==> src/hw/rtl/wfea_pkg.sv <==
package wfea_pkg;

    localparam logic [32:0] ARENA_BYTES_DEF = 33'd536870912;
    localparam int          MAX_EXTENTS_DEF = 64;

    localparam int HDR_BYTES  = 8;
    localparam int PAD_BYTES  = 8;
    localparam int MIN_REMAIN = 24;

    typedef enum logic {
        OP_ALLOC   = 1'b0,
        OP_RELEASE = 1'b1
    } opcode_t;

    typedef enum logic [1:0] {
        ST_OK      = 2'd0,
        ST_NOFIT   = 2'd1,
        ST_FULL    = 2'd2,
        ST_OVERLAP = 2'd3
    } status_t;

    typedef enum logic [2:0] {
        FSM_INIT,
        FSM_IDLE,
        FSM_SCAN,
        FSM_EDIT,
        FSM_HOLD
    } fsm_t;

    // command broadcast along the row of extent cells
    typedef struct packed {
        logic rotate;
        logic wr_en;
        logic drop_en;
        logic ins_en;
    } cell_ctrl_t;

endpackage

==> src/hw/rtl/wfea_cell.sv <==
module wfea_cell import wfea_pkg::*; #(
    parameter int IW  = 6,
    parameter int XW  = 30,
    parameter int IDX = 0
) (
    input  logic          aclk,
    input  cell_ctrl_t    ctrl,
    input  logic [IW-1:0] wr_idx,
    input  logic [IW-1:0] drop_idx,
    input  logic [XW-1:0] wr_start,
    input  logic [XW-1:0] wr_len,
    input  logic [XW-1:0] up_start,
    input  logic [XW-1:0] up_len,
    input  logic [XW-1:0] dn_start,
    input  logic [XW-1:0] dn_len,
    output logic [XW-1:0] start_q,
    output logic [XW-1:0] len_q
);

    localparam logic [IW-1:0] MY_IDX = IW'(IDX);

    logic [XW-1:0] start_reg, len_reg;

    always_ff @(posedge aclk) begin
        if (ctrl.rotate) begin
            start_reg <= up_start;
            len_reg   <= up_len;
        end else if (ctrl.wr_en && MY_IDX == wr_idx) begin
            start_reg <= wr_start;
            len_reg   <= wr_len;
        end else if (ctrl.drop_en && MY_IDX >= drop_idx) begin
            start_reg <= up_start;
            len_reg   <= up_len;
        end else if (ctrl.ins_en && MY_IDX > wr_idx) begin
            start_reg <= dn_start;
            len_reg   <= dn_len;
        end
    end

    assign start_q = start_reg;
    assign len_q   = len_reg;

endmodule

==> config.mk <==
export PLATFORM = sky130hd
export DESIGN_NAME = wfea_cell
export DESIGN_NICKNAME = d
export VERILOG_FILES = /design/src/hw/rtl/wfea_pkg.sv /design/src/hw/rtl/wfea_cell.sv
export SDC_FILE = /design/constraint.sdc
export NUM_CORES = 1
export LEC_CHECK = 0
export BUFFER_PORTS_ARGS = -buffer_cell sky130_fd_sc_hd__buf_2
export CORE_ASPECT_RATIO = 0.6
export CORE_MARGIN = 5
export CORE_UTILIZATION = 40
export DETAILED_ROUTE_END_ITERATION = 16
export GPL_ROUTABILITY_DRIVEN = 0
export GPL_TIMING_DRIVEN = 0
export PLACE_DENSITY = 0.83
export SLEW_MARGIN = 20
export SYNTH_ARGS = -nofsm -noshare
export SYNTH_HDL_FRONTEND = slang
export SYNTH_SLANG_ARGS = --single-unit
==> constraint.sdc <==
create_clock -name aclk -period 8.8 [get_ports aclk]
set_input_delay 1.32 -clock aclk [delete_from_list [all_inputs] [get_ports aclk]]
set_output_delay 1.32 -clock aclk [all_outputs]
set_load 0.1 [all_outputs]
==> metrics.yaml <==
place:
  dpl-instance-area_um2: 4420
  port_buffers: 255
  post-place-ws_ps: 5380
  hpwl_mm: 8.27
timing:
  finalMaxSlewViolations: 0
  finalSetupViolCount: 0
  setup_tns_ps: 0
  setup_ws_ps: 5740
  period_needed_ps: 3060
  final_hold_viol_count: 0
  min_period_over_period: 0.348
  relSlewSlack: 0.512
  rsz0062_at_grt: "false"
  holdWs_ps: 1300
  fmax_mhz: 327
  tightest_slew_ps: 732
pwr:
  switching_share: 0.377
  p_comb_frac: 0.331
  leakagePower_nw: 2.22
  power_switching_uw: 367
  power_density_nw_per_um2: 208
  seqPwrFrac: 0.365
  internal-power_uw: 607
  p_clk_frac: 0.304
  power_uw: 974
  ir_drop_v: 0.000130
layout:
  final_cell_mix: "buf_2, edfxtp_1, and2_1, a221o_1, clkbuf_16"
  layout_commonest_cell: "buf_2"
  drive_gt1_frac: 0.598
  nFillCells: 592
  nets: 675
  area_growth_pct: 55.1
  stdcell_area_um2: 4680
  num_antenna_cells: 0
floorplanning:
  ios: 257
  die_width_um: 122
  initial_core_util: 0.413
  die_area_um2: 9430
  core_um2: 7300
  die_y_um: 77.3
  placementRows: 24
cts:
  cts_resized: 0
  cts_tree: "yes"
  cts.clk_slew.worst_paths_ps: 50
  cts.sinks: 60
  cts_setup_buffers: 0
  cts_root_buf: "clkbuf_16"
  cts_buffers: 9
  holdBufCountCts: 0
  cts_max_level: 3
  clockBufferDepth: 2
logic_synthesis:
  synth_area_um2: 3020
  synth_edf_count: 60
  async_flop_share: 0
  yosys_most_used_dff: "edfxtp_1"
  syn_inst: 212
  seq_area_frac_synth: 0.598
  syn_avg_cell_area_um2: 14.2
  ys.warnings.count: 0
  yosysUniqueCellTypes: 16
  ys_ff_latch: 60
  syn-num-nets: 409
worst_setup_path:
  path_max_fanout: 60
  critical-path-slowest-cell: "or4b_4"
  crit_buf_inv: 3
  crit_required_ps: 8740
  arrival_ps: 3000
  start_kind: "input port"
  path_delay_family: "buffers and inverters"
  critical_path_class: "in2reg"
  path_cells: "buf_2 > or4b_4 > nor2_4 > a311oi_4 > buf_6 > inv_4"
  cp_slowest_stage_delay_ps: 560
  endpoint_kind: "flip-flop"
detailed_routing:
  routed_wirelength_mm: 10.3
  num_vias: 2957
  drc: 0
  dr.pass1.iters: 5
  ant_nets: 0
  viasPerCell: 5.04
  wl_per_cell_um: 17.5
  drt-initial-drc-count: 136
worst_hold_path:
  hp-class: "in2reg"
  hold-path-endpoint: "start_q[21]"
  whs_path_depth: 2
  hold_start: "dn_start[21]"
global_route:
  grt_overflow: 0
  antenna_found_initial: 0
  grt_pass1_wl_mm: 15.2
  grt_pass1_vias: 3039
  gr-usage-all-layers: 0.209
  grt_start_max_net_pins: 61
outcome:
  status: "completed"
run:
  cap_violations: 0
## layer usage
| layer | share of wire | up-vias | GRT usage |
|---|---|---|---|
| met3 | 0.12 | 12 | 0.0985 |
| met2 | 0.51 | 157 | 0.363 |
| met4 | 0.015 | 0 | 0.0581 |
| li1 | - | 1408 | - |
| met1 | 0.35 | 1380 | 0.228 |
| met5 | 0 | - | 0 |
## synth_stat cells, types with 2 or more instances
| cell type | instances | share of area |
|---|---|---|
| a221o_1 | 58 | 0.19 |
| a222oi_1 | 2 | 0.0066 |
| and2_1 | 58 | 0.12 |
| buf_2 | 12 | 0.020 |
| buf_6 | 6 | 0.022 |
| edfxtp_1 | 60 | 0.60 |
| inv_1 | 7 | 0.0087 |
## flip-flops by register name, summed over array words and instances (netlist names)
name and count:
start_q 30, len_q 30
## worst max path at each step
stage | start | endpoint | slack, ps | cells past startpoint
after global placement | wr_idx[2] | len_q[25] | 4300 | 6
after floorplan | wr_idx[2] | len_q[0] | 4930 | 5
after detailed placement | wr_idx[2] | len_q[14] | 5380 | 6
final | wr_idx[2] | len_q[27] | 5740 | 6
after global routing | wr_idx[2] | start_q[0] | 5610 | 6
after CTS | wr_idx[2] | len_q[14] | 5720 | 6
## kinds of logic (layout without fill, tap and decap cells)
group	count (synthesis)	in the layout	synth area share
compound gates	62	62	0.210
buf+inv	25	296	0.0510
flops	60	60	0.598
simple gates	65	65	0.141
## power groups by stage
stage | sequential [mW] | clock (mW) | combinational [mW]
3_3_place_gp | 0.360 | 0 | 0.321
2_1_floorplan | 0.566 | 0 | 0.0385
3_5_place_dp | 0.361 | 0 | 0.323
5_1_grt | 0.357 | 0.321 | 0.334
6_report | 0.356 | 0.296 | 0.322
4_1_cts | 0.356 | 0.303 | 0.324
## area by class of cell
class                      count  area, µm²  share of cell area
sequential                    60       1800               0.385
timing repair buffer         255       1280               0.273
multi-input combinational    127       1060               0.227
clock buffer                  12        236              0.0506
tap                          104        130              0.0278
buffer                        18        128              0.0273
inverter                       7       28.8             0.00615
clock inverter                 4       16.3             0.00348
## stage by stage
stage,std cells,util
after floorplan,212,-
after global placement,571,0.606
after detailed placement,571,0.606
after CTS,587,0.641
after global routing,587,0.641
final,587,0.641
(Power assumes the default switching activity.)
